### src/hw/rtl/bbd_pkg.sv
// Shared types and constants of the byte block device.
// No dependencies; bbd_ctrl, bbd_datapath, the top level and the checker import it.
package bbd_pkg;

    // Store size and the index width it implies
    localparam int STORE_BYTES = 131072;
    localparam int ADDR_W      = (STORE_BYTES > 1) ? $clog2(STORE_BYTES) : 1;
    localparam int PTR_W       = 24;

    // Access kinds and port codes
    localparam logic REQ_READ  = 1'b0;
    localparam logic REQ_WRITE = 1'b1;
    localparam logic PORT_DATA = 1'b0;
    localparam logic PORT_ADDR = 1'b1;

    // Address assembly phases
    localparam logic [1:0] PHASE_IDLE = 2'd0;
    localparam logic [1:0] PHASE_HIGH = 2'd1;
    localparam logic [1:0] PHASE_MID  = 2'd2;

    // Status codes returned by a read of the address port
    localparam logic [7:0] STATUS_OK         = 8'd0;
    localparam logic [7:0] STATUS_OOB        = 8'd1;
    localparam logic [7:0] STATUS_INCOMPLETE = 8'd2;

    // Commands from the controller to the datapath
    typedef struct packed {
        logic              take;
        logic              clr_we;
        logic [ADDR_W-1:0] clr_addr;
    } bbd_cmd_t;

endpackage

### src/hw/rtl/bbd_ctrl.sv
// Controller of the byte block device: clearing pass, handshakes, result valid.
// Depends on bbd_pkg.
module bbd_ctrl (
    input  logic             clk,
    input  logic             rst_n,
    input  logic             in_valid,
    output logic             in_ready,
    output logic             out_valid,
    input  logic             out_ready,
    output bbd_pkg::bbd_cmd_t cmd
);
    import bbd_pkg::*;

    typedef enum logic {
        ST_CLEAR,
        ST_RUN
    } state_t;

    localparam logic [ADDR_W-1:0] LAST_ENTRY = ADDR_W'(STORE_BYTES - 1);

    state_t            state_reg, state_next;
    logic [ADDR_W-1:0] clr_addr_reg, clr_addr_next;
    logic              res_valid_reg, res_valid_next;
    logic              take;

    // Accept a request once cleared and the result slot frees this cycle
    assign in_ready  = (state_reg == ST_RUN) && (!res_valid_reg || out_ready);
    assign take      = in_valid && in_ready;
    assign out_valid = res_valid_reg;

    assign cmd.take     = take;
    assign cmd.clr_we   = (state_reg == ST_CLEAR);
    assign cmd.clr_addr = clr_addr_reg;

    // Sweep the store once, then serve requests
    always_comb
    begin
        state_next    = state_reg;
        clr_addr_next = clr_addr_reg;
        case (state_reg)
            ST_CLEAR:
            begin
                clr_addr_next = clr_addr_reg + 1'b1;
                if (clr_addr_reg == LAST_ENTRY)
                begin
                    state_next = ST_RUN;
                end
            end
            ST_RUN:
            begin
                state_next = ST_RUN;
            end
            default:
            begin
                state_next = ST_CLEAR;
            end
        endcase
    end

    // Hold the result valid until taken
    always_comb
    begin
        if (take)
        begin
            res_valid_next = 1'b1;
        end
        else if (out_ready)
        begin
            res_valid_next = 1'b0;
        end
        else
        begin
            res_valid_next = res_valid_reg;
        end
    end

    always_ff @(posedge clk or negedge rst_n)
    begin
        if (!rst_n)
        begin
            state_reg     <= ST_CLEAR;
            clr_addr_reg  <= '0;
            res_valid_reg <= 1'b0;
        end
        else
        begin
            state_reg     <= state_next;
            clr_addr_reg  <= clr_addr_next;
            res_valid_reg <= res_valid_next;
        end
    end

endmodule

### config.mk
export PLATFORM = sky130hd
export DESIGN_NAME = bbd_ctrl
export DESIGN_NICKNAME = d
export VERILOG_FILES = /design/src/hw/rtl/bbd_pkg.sv /design/src/hw/rtl/bbd_ctrl.sv
export SDC_FILE = /design/constraint.sdc
export NUM_CORES = 1
export LEC_CHECK = 0
export BUFFER_PORTS_ARGS = -buffer_cell sky130_fd_sc_hd__buf_2
export CORE_MARGIN = 5
export CORE_UTILIZATION = 45
export CTS_CLUSTER_SIZE = 14
export DETAILED_ROUTE_END_ITERATION = 6
export PLACE_DENSITY = 0.73
export SETUP_SLACK_MARGIN = 0.02
export SLEW_MARGIN = 30
export SYNTH_ARGS = -nofsm -noshare
export SYNTH_HDL_FRONTEND = slang
export SYNTH_SLANG_ARGS = --single-unit
export TNS_END_PERCENT = 50
### constraint.sdc
create_clock -name clk -period 1.6 [get_ports clk]
set_input_delay 0.32 -clock clk [delete_from_list [all_inputs] [get_ports clk]]
set_output_delay 0.32 -clock clk [all_outputs]
set_load 0.01 [all_outputs]
# After elaboration in Yosys (flattened, before gate mapping)
# Cells that the tools add are included.
# op_classes
add_sub_neg	1
mul	0
n_div	0
order_cmp	0
n_eq_ne	1
shift	0
mux	4
n_bitwise	1
reduce_logical	5
# op_table
cell	count
17-bit by 1-bit adder with 17-bit output, second input constant	1
17-bit == test, second input constant	1
1-bit two-way mux	3
1-bit logical AND	2
1-bit one-hot mux with 2 select lines	1
2-bit nonzero test	1
1-bit zero test	1
1-bit logical OR	1
1-bit NOT	1
# totals
register_bits	19
latchBits	0
ram_bits	0
mem_bits_ro	0
inputBits	4
output_inout_bits	21
n_memories	0

# Logic depth before layout (Yosys ltp)
# Gate-level depths: netlist of the first run.
# depth
ltp_word	5
depth_mapped	5
mapped_depth_nobuf	5

# Worst setup path before layout of the first run
# No wires, ideal clock.
# synth_timing
path_type	reg-to-reg
startpoint	reg clr_addr_reg[6]
endpoint	reg clr_addr_reg[16]
setup_ns	0.125
t_arrival_ns	1.483
required_ns	1.475
setup_slack_ns	-0.008
path_stages_with_launch	5
path_buffers	0
period_less_slack_ns	1.608
path_cell_list	dfrtp_1 > nand4_2 > nor4_1 > ha_1 > mux2_2
# synth_via
elab_chain_cells	1
# synth_rtl
item	line_no	text
from (decl)	bbd_ctrl.sv:22	logic [ADDR_W-1:0] clr_addr_reg, clr_addr_next;
from (signal assigned)	bbd_ctrl.sv:88	clr_addr_reg <= clr_addr_next;
17-bit by 1-bit adder with 17-bit output	bbd_ctrl.sv:43	clr_addr_next = clr_addr_reg + 1'b1;
# Every way passes these cells.
# A chain may end at the register's enable or synchronous reset.

==> flow_summary.ini, run 1 <==
[status]
status = finished clean

[setup_path]
crit_end = cmd[18]
arrival_ns = 1.14
start_kind = flop
crit_path_start = state_reg
timing.rr.end = clr_addr_reg[16]
end_kind = output pin
cp_cell_sequence = nand2_1 -> nor2b_1 -> buf_2
timing.rr.start = clr_addr_reg[3]
r2r_slack_ns = 0.15
crit_type = reg2out
cp_slowest_cell = dfrtp_1
crit_fanout = 7
reg2reg_depth = 4
cp.required_ns = 1.28
cpPeakStageDelay_ns = 0.49

[job]
cap_viol_max_count = 0

[logic_synthesis]
yosys_register_bits = 19
syn_area_um2 = 923
ys_seq_area_frac = 0.515
synthCells = 76
ys_types = 23
syn_nets = 82
syn_avg_cell_area_um2 = 12.1
ys_warn_count = 0

[global_routing]
antenna_found_initial = 0
grt.busiest_layer = met2
gr-usage-met3 = 0.0513
grt_max_degree = 20
grt_use_total = 0.141
grt_overflow = 0
met1_usage = 0.175
grt_pass1_vias = 685
grt_first_pass_wirelength_um = 3380
use_met2 = 0.215

[sta]
tns_ns = 0
rsz0062_at_grt = no
slew_headroom = 0.711
fin_skew_ns = 0.00889
worstMarginPinSlew_ns = 0.433
period_minus_slack_ns = 1.46
finalHoldViolations = 0
fmax_ghz = 0.684
setup_violations = 0
final_max_slew_viol_count = 0
min_period_over_period = 0.914

[finish]
fill_cells = 184
multi_input_area_um2 = 437
seq_area_um2 = 477
layout_common_cells = 24 x buf_2, 18 x dfrtp_1, 15 x buf_4, 10 x xor2_1, 8 x nand2_1
nets = 125
antennaDiodeCount = 0
syn2layout_area_growth_pct = 32.7
largest_reg_flops = 17
final_layout_size_suffix_gt1_frac = 0.466
final_common_cell = buf_2

[placement]
dp_hpwl_um = 1520
portBuffers = 24
place_congestion = 0.701

[clock_network]
cts_resized = 0
clock-sinks = 19
cts_root_buffer = clkbuf_4
cts_setup_buffers = 0
htreeDepth = 1
worstSkewPairLatency_ns = 0.30
clk_path_buf_depth = 2
cts_buffers = 3
path_clk_slew_ns = 0.11
cts_tree = yes
postCtsHoldBufs = 1

[power_and_ir_drop]
p_clk_frac = 0.330
switchingPower_mw = 0.160
power.leakage_nw = 0.689
pwr-share-seq = 0.650
power.share.switching = 0.217
p_total_mw = 0.738
p_int_mw = 0.578
max-vdd-ir-drop_mv = 0.594
combPwrFrac = 0.020
pwr_density_cell_nw_per_um2 = 602

[die]
rows = 16
dieArea_um2 = 3060
boundaryPins = 25
initial_core_util = 0.471
fp.coreArea_um2 = 1960
die_w_um = 55.3
die_h_um = 55.3

[route]
ant_nets = 0
wirelength_um = 1950
drc = 0
drt-initial-drc-count = 14
drt_pre_antenna_iters = 4
vias_per_cell = 4.95
vias = 718
routedWlPerCell_um = 13.4

[hold_path]
hold_path_class = in2reg
holdPathStages = 3
[routing by layer]
layer  share of wire  vias to the layer above
li1                -                      347
met1            0.42                      350
met2            0.49                       17
met3           0.066                        4
met4           0.016                        0
met5               0                        -
[power groups by stage]
stage          logic (mW)  clock network, mW  registers (mW)
4_1_cts            0.0154              0.253           0.480
3_3_place_gp       0.0128                  0           0.489
3_5_place_dp       0.0135                  0           0.489
6_report           0.0145              0.244           0.480
5_1_grt            0.0170              0.281           0.480
2_1_floorplan    0.000360                  0           0.489
[stage by stage]
stage / worst slack (ns) / hold WS [ns] / cell area (um2) / utilization / instances
after CTS: 0.125 / 0.244 / 1220 / 0.624 / 145
after floorplan: 0.0253 / 0.0244 / 933 / - / 76
after global routing: 0.0319 / 0.262 / 1220 / 0.624 / 145
final: 0.138 / 0.259 / 1220 / 0.624 / 145
after global placement: 0.153 / 0.276 / 1190 / 0.605 / 140
after detailed placement: 0.131 / 0.287 / 1190 / 0.605 / 140
[worst min path at each step]
stage | endpoint | slack [ns] | from
floorplan | clr_addr_reg[0] | 0.02 | rst_n
CTS | out_valid | 0.24 | in_valid
finish | out_valid | 0.26 | in_valid
global placement | clr_addr_reg[8] | 0.28 | rst_n
global route | out_valid | 0.26 | in_valid
detailed placement | clr_addr_reg[8] | 0.29 | rst_n
[worst max-delay path, delay by kind of cell (launching register included)]
family / cells / cell delay, ns
DFF: 1 / 0.49
and+or+nand+nor: 2 / 0.21
buffers and inverters: 1 / 0.13
[kinds of logic (layout without fill, tap and decap cells)]
logic type	after synthesis	after routing	synth area share
XOR/XNOR	15	15	0.142
adder cells (fa/ha/maj)	2	2	0.0271
buffers and inverters	4	46	0.0217
flip-flops	19	19	0.515
multiplexers	2	2	0.0244
AND/OR/NAND/NOR	34	34	0.270
[synthesized netlist by cell type (all sizes together)]
cell type  instances  share of area
nor2b              1         0.0068
nand3b             1         0.0081
nand3              4          0.022
mux2               2          0.024
nor3               4          0.022
nand4b             1          0.026
nand4              4          0.050
and2               1         0.0068
ha                 2          0.027
nand2b             1         0.0068
nor2               2         0.0081
xnor2              5          0.047
inv                2         0.0081
buf                2          0.014
xor2              10          0.095
nand2              8          0.033
nor4               6          0.075
or2                1         0.0068
dfrtp             19           0.51
[layout make-up]
class	count	area share
multi-input cells	53	0.356
repair buffers	40	0.198
clock inverters	1	0.00409
flip-flops and latches	19	0.389
inverters	2	0.00613
clock buffers	3	0.0184
well taps	27	0.0276
Note: power is estimated with default switching activity, not from simulation.
==> run 2, diff against run 1 <==
--- a/config.mk
+++ b/config.mk
@@ -11,6 +11,7 @@
 export CTS_CLUSTER_SIZE = 14
 export DETAILED_ROUTE_END_ITERATION = 6
 export PLACE_DENSITY = 0.73
+export REMOVE_ABC_BUFFERS = 1
 export SETUP_SLACK_MARGIN = 0.02
 export SLEW_MARGIN = 30
 export SYNTH_ARGS = -nofsm -noshare
==> flow_summary.ini, run 2 (synthesized netlist as in run 1, its figures left out) <==
[status]
status = finished clean

[power_and_ir_drop]
pwr_density_cell_nw_per_um2 = 601
power.leakage_nw = 0.663
max-vdd-ir-drop_mv = 0.451
p_total_mw = 0.726

[die]
fp.coreArea_um2 = 1960
rows = 16
die_h_um = 55.3
boundaryPins = 25
die_w_um = 55.3
initial_core_util = 0.471
dieArea_um2 = 3060

[setup_path]
crit_type = reg2reg
cp_slowest_cell = dfrtp_1
crit_top_cell = ha_1
cpPeakStageDelay_ns = 0.37
reg2reg_depth = 5
timing.rr.start = clr_addr_reg[0]
cp.required_ns = 1.79
arrival_ns = 1.65
timing.rr.end = clr_addr_reg[16]
start_kind = flop
cp_cell_sequence = ha_1 -> nand3_1 -> nor4_2 -> ha_1 -> mux2_2
worst-path-buf-inv = 0
r2r_slack_ns = 0.13
crit_fanout = 4
end_kind = flop
critPathTopFamily = adder cells

[sta]
setup_violations = 0
whs_ns = 0.250
fin_ws_ns = 0.133
final_max_slew_viol_count = 0
slew_headroom = 0.723
worstMarginPinSlew_ns = 0.416
tns_ns = 0
period_minus_slack_ns = 1.47
min_period_over_period = 0.917
fin_skew_ns = 0.00162
fmax_ghz = 0.682
finalHoldViolations = 0
rsz0062_at_grt = no

[finish]
utilization = 0.615
final_common_cell = buf_2
instances_no_fill = 143
nets = 123
final_layout_size_suffix_gt1_frac = 0.466
post-route-cell-area_um2 = 1210
layout_common_cells = 24 x buf_2, 18 x dfrtp_1, 13 x buf_4, 10 x xor2_1, 8 x nand2_1
antennaDiodeCount = 0
largest_reg_flops = 17
syn2layout_area_growth_pct = 30.8
fill_cells = 191

[global_routing]
grt_pass1_vias = 733
grt_overflow = 0
grt_first_pass_wirelength_um = 3220
antenna_found_initial = 0
grt_use_total = 0.131
grt_max_degree = 20

[placement]
dpl-instance-area_um2 = 1160
dp_cells = 138
portBuffers = 24
place_ws_ns = 0.0935
place_congestion = 0.715
dp_hpwl_um = 1430

[route]
vias = 680
drt-initial-drc-count = 9
ant_nets = 0
routedWlPerCell_um = 12.5
wirelength_um = 1790
vias_per_cell = 4.76
drt_pre_antenna_iters = 4
drc = 0

[clock_network]
clock-sinks = 19
htreeDepth = 1
path_clk_slew_ns = 0.10
cts_tree = yes
cts_root_buffer = clkbuf_4
worstSkewPairLatency_ns = 0.29
cts_buffers = 3
clk_path_buf_depth = 2

[hold_path]
worstHoldStart = in_valid
holdPathStages = 3
min_delay_worst_endpoint = out_valid
hold_path_class = in2reg

[job]
cap_viol_max_count = 0
[run 2: tightest hold or removal path, delay by kind of cell]
family        cells  cell delay [ns]
buf+inv           1             0.07
simple gates      2             0.12
[run 2: routing by layer]
metal / vias up / track usage / part of all wire
met2: 19 / 0.215 / 0.48
met4: 0 / 0.0417 / 0.017
met1: 314 / 0.173 / 0.45
li1: 343 / - / -
met3: 4 / 0.0256 / 0.050
met5: - / 0 / 0
[run 2: worst max path at each step]
stage                        to        startpoint  slack (ns)  cells past startpoint
2_1_floorplan  clr_addr_reg[16]   clr_addr_reg[6]      -0.008                      4
3_3_place_gp   clr_addr_reg[16]  clr_addr_reg[13]        0.15                      4
3_5_place_dp   clr_addr_reg[16]   clr_addr_reg[0]        0.09                      5
4_1_cts                 cmd[18]         state_reg        0.05                      3
5_1_grt        clr_addr_reg[16]   clr_addr_reg[0]        0.04                      5
6_report       clr_addr_reg[16]   clr_addr_reg[0]        0.13                      5
[run 2: power breakdown]
group	switching (mW)	leakage (nW)	internal [mW]	total, mW
Sequential	0	0.249	0.480	0.480
Clock	0.139	0.0177	0.0929	0.232
Combinational	0.00945	0.396	0.00447	0.0139
[run 2: timing repair]
action,4_1_cts,5_1_grt
setup buffers,0,0
hold buffers,1,0
setup endpoints to repair,0,2
hold endpoints to repair,19,0
gates resized for setup,0,2
[run 2: cell type report]
| cell class | count | area, um2 | area share |
|---|---|---|---|
| clock buffers | 3 | 22.5 | 0.0187 |
| flip-flops and latches | 19 | 477 | 0.395 |
| inverters | 2 | 7.51 | 0.00622 |
| repair buffers | 38 | 228 | 0.189 |
| clock inverters | 1 | 5.00 | 0.00415 |
| well taps | 27 | 33.8 | 0.0280 |
| multi-input cells | 53 | 434 | 0.360 |
==> run 3, diff against run 2 <==
--- a/config.mk
+++ b/config.mk
@@ -10,7 +10,7 @@
 export CORE_UTILIZATION = 45
 export CTS_CLUSTER_SIZE = 14
 export DETAILED_ROUTE_END_ITERATION = 6
-export PLACE_DENSITY = 0.73
+export PLACE_DENSITY = 0.78
 export REMOVE_ABC_BUFFERS = 1
 export SETUP_SLACK_MARGIN = 0.02
 export SLEW_MARGIN = 30
==> constraint.sdc (replaced) <==
create_clock -name clk -period 1.25 [get_ports clk]
set_input_delay 0.25 -clock clk [delete_from_list [all_inputs] [get_ports clk]]
set_output_delay 0.25 -clock clk [all_outputs]
set_load 0.01 [all_outputs]
==> flow_summary.ini, run 3 (synthesized netlist as in run 1, its figures left out) <==
[status]
status = complete, but fails checks
violations = negative setup slack

[setup_path]
cp.required_ns = 1.47
r2r_slack_ns = -0.22
timing.rr.start = clr_addr_reg[12]
timing.rr.end = clr_addr_reg[16]
crit_type = reg2reg
reg2reg_depth = 4
crit_fanout = 2
arrival_ns = 1.69
end_kind = flop
start_kind = flop

[route]
highest_layer = met4
drt-initial-drc-count = 17
ant_nets = 0
wl_met1_um = 1090
drc = 0
routedWlPerCell_um = 17.8
vias_per_cell = 5.04
drt_pre_antenna_iters = 4
vias = 837
wl_met3_um = 116
met2_length_um = 1660
wirelength_um = 2950

[die]
die_w_um = 55.3
initial_core_util = 0.471
boundaryPins = 25
die_h_um = 55.3
dieArea_um2 = 3060
fp.coreArea_um2 = 1960
rows = 16

[power_and_ir_drop]
switchingPower_mw = 0.220
pwr_density_cell_nw_per_um2 = 587
power.leakage_nw = 0.902
max-vdd-ir-drop_mv = 0.585
combPwrFrac = 0.020
pwr-share-seq = 0.640
p_clk_frac = 0.340
p_int_mw = 0.740
power.share.switching = 0.229

[finish]
final_common_cell = buf_6
final_layout_size_suffix_gt1_frac = 0.640
utilization = 0.833
layout_common_cells = 28 x buf_6, 20 x buf_4, 18 x dfrtp_1, 12 x buf_2, 10 x xor2_1
largest_reg_flops = 17
syn2layout_area_growth_pct = 77.0
post-route-cell-area_um2 = 1630
nets = 146
antennaDiodeCount = 0

[hold_path]
worstHoldStart = out_ready
holdPathStages = 3
hold_path_class = in2reg
min_delay_worst_endpoint = out_valid

[clock_network]
cts_root_buffer = clkbuf_4
cts_buffers = 3
clk_path_buf_depth = 2
cts_tree = yes
htreeDepth = 1
clock-sinks = 19
path_clk_slew_ns = 0.12
worstSkewPairLatency_ns = 0.32

[sta]
final_max_slew_viol_count = 0
whs_ns = 0.225
slew_headroom = 0.717
period_minus_slack_ns = 1.47
finalHoldViolations = 0
rsz0062_at_grt = yes
tns_ns = -1.70
fin_skew_ns = 0.0146
fin_ws_ns = -0.225
fmax_ghz = 0.678
setup_violations = 25
worstMarginPinSlew_ns = 0.425
min_period_over_period = 1.18

[job]
cap_viol_max_count = 0

[global_routing]
grt_first_pass_wirelength_um = 4330
antenna_found_initial = 0
grt_use_total = 0.182
grt_pass1_vias = 939
grt_overflow = 0
grt_max_degree = 20

[placement]
dp_hpwl_um = 1610
place_ws_ns = -0.220
dpl-instance-area_um2 = 1220
place_congestion = 0.731
portBuffers = 24
run 3: cell count changes in the layout (fill, tap and decap cells not counted), sizes merged:
cell and change:
buf +23
run 3: final cells by class:
| cell class | count | area (um2) |
|---|---|---|
| Sequential cell | 19 | 477 |
| Inverter | 2 | 10.0 |
| Timing Repair Buffer | 61 | 536 |
| Fill cell | 122 | 328 |
| Tap cell | 27 | 33.8 |
| Clock buffer | 3 | 22.5 |
| Clock inverter | 1 | 5.00 |
| Multi-Input combinational cell | 53 | 551 |
run 3: per-layer routing:
| layer | global-route usage | up-vias |
|---|---|---|
| li1 | - | 392 |
| met1 | 0.186 | 412 |
| met2 | 0.331 | 26 |
| met3 | 0.0420 | 7 |
| met4 | 0.108 | 0 |
| met5 | 0 | - |
run 3: worst max-delay path, cell delays in order (launching register included):
cell     delay, ns
dfrtp_1       0.40
nand4_1       0.18
nor4_2        0.27
ha_1          0.27
mux2_2        0.26
run 3: how the worst max path moves through the flow:
stage / from / endpoint / slack, ns / cells past startpoint
after floorplan: clr_addr_reg[6] / clr_addr_reg[16] / -0.36 / 4
after global placement: clr_addr_reg[0] / clr_addr_reg[16] / -0.19 / 5
after detailed placement: clr_addr_reg[1] / clr_addr_reg[16] / -0.22 / 5
after CTS: clr_addr_reg[5] / clr_addr_reg[16] / -0.20 / 4
after global routing: clr_addr_reg[12] / clr_addr_reg[16] / -0.26 / 4
final: clr_addr_reg[12] / clr_addr_reg[16] / -0.22 / 4
run 3: power groups by stage:
stage                     Clock [mW]  Sequential, mW  Combinational, mW
final                          0.326           0.614             0.0191
after global routing           0.357           0.615             0.0229
after CTS                      0.319           0.614             0.0200
after detailed placement           0           0.626             0.0168
after global placement             0           0.626             0.0163
after floorplan                    0           0.626           0.000461
run 3: per-stage QoR:
step,power [mW],std cells
after CTS,0.953,159
after floorplan,0.627,74
after global placement,0.643,146
after detailed placement,0.643,146
after global routing,0.994,166
final,0.960,166
run 3: timing repair:
| item | in CTS | in global routing |
|---|---|---|
| setup buffers | 8 | 11 |
| pin swaps | 7 | 9 |
| setup endpoints to repair | 28 | 33 |
| hold buffers | 1 | 0 |
| endpoints found under the hold margin | 19 | 0 |
| resized for setup | 37 | 19 |
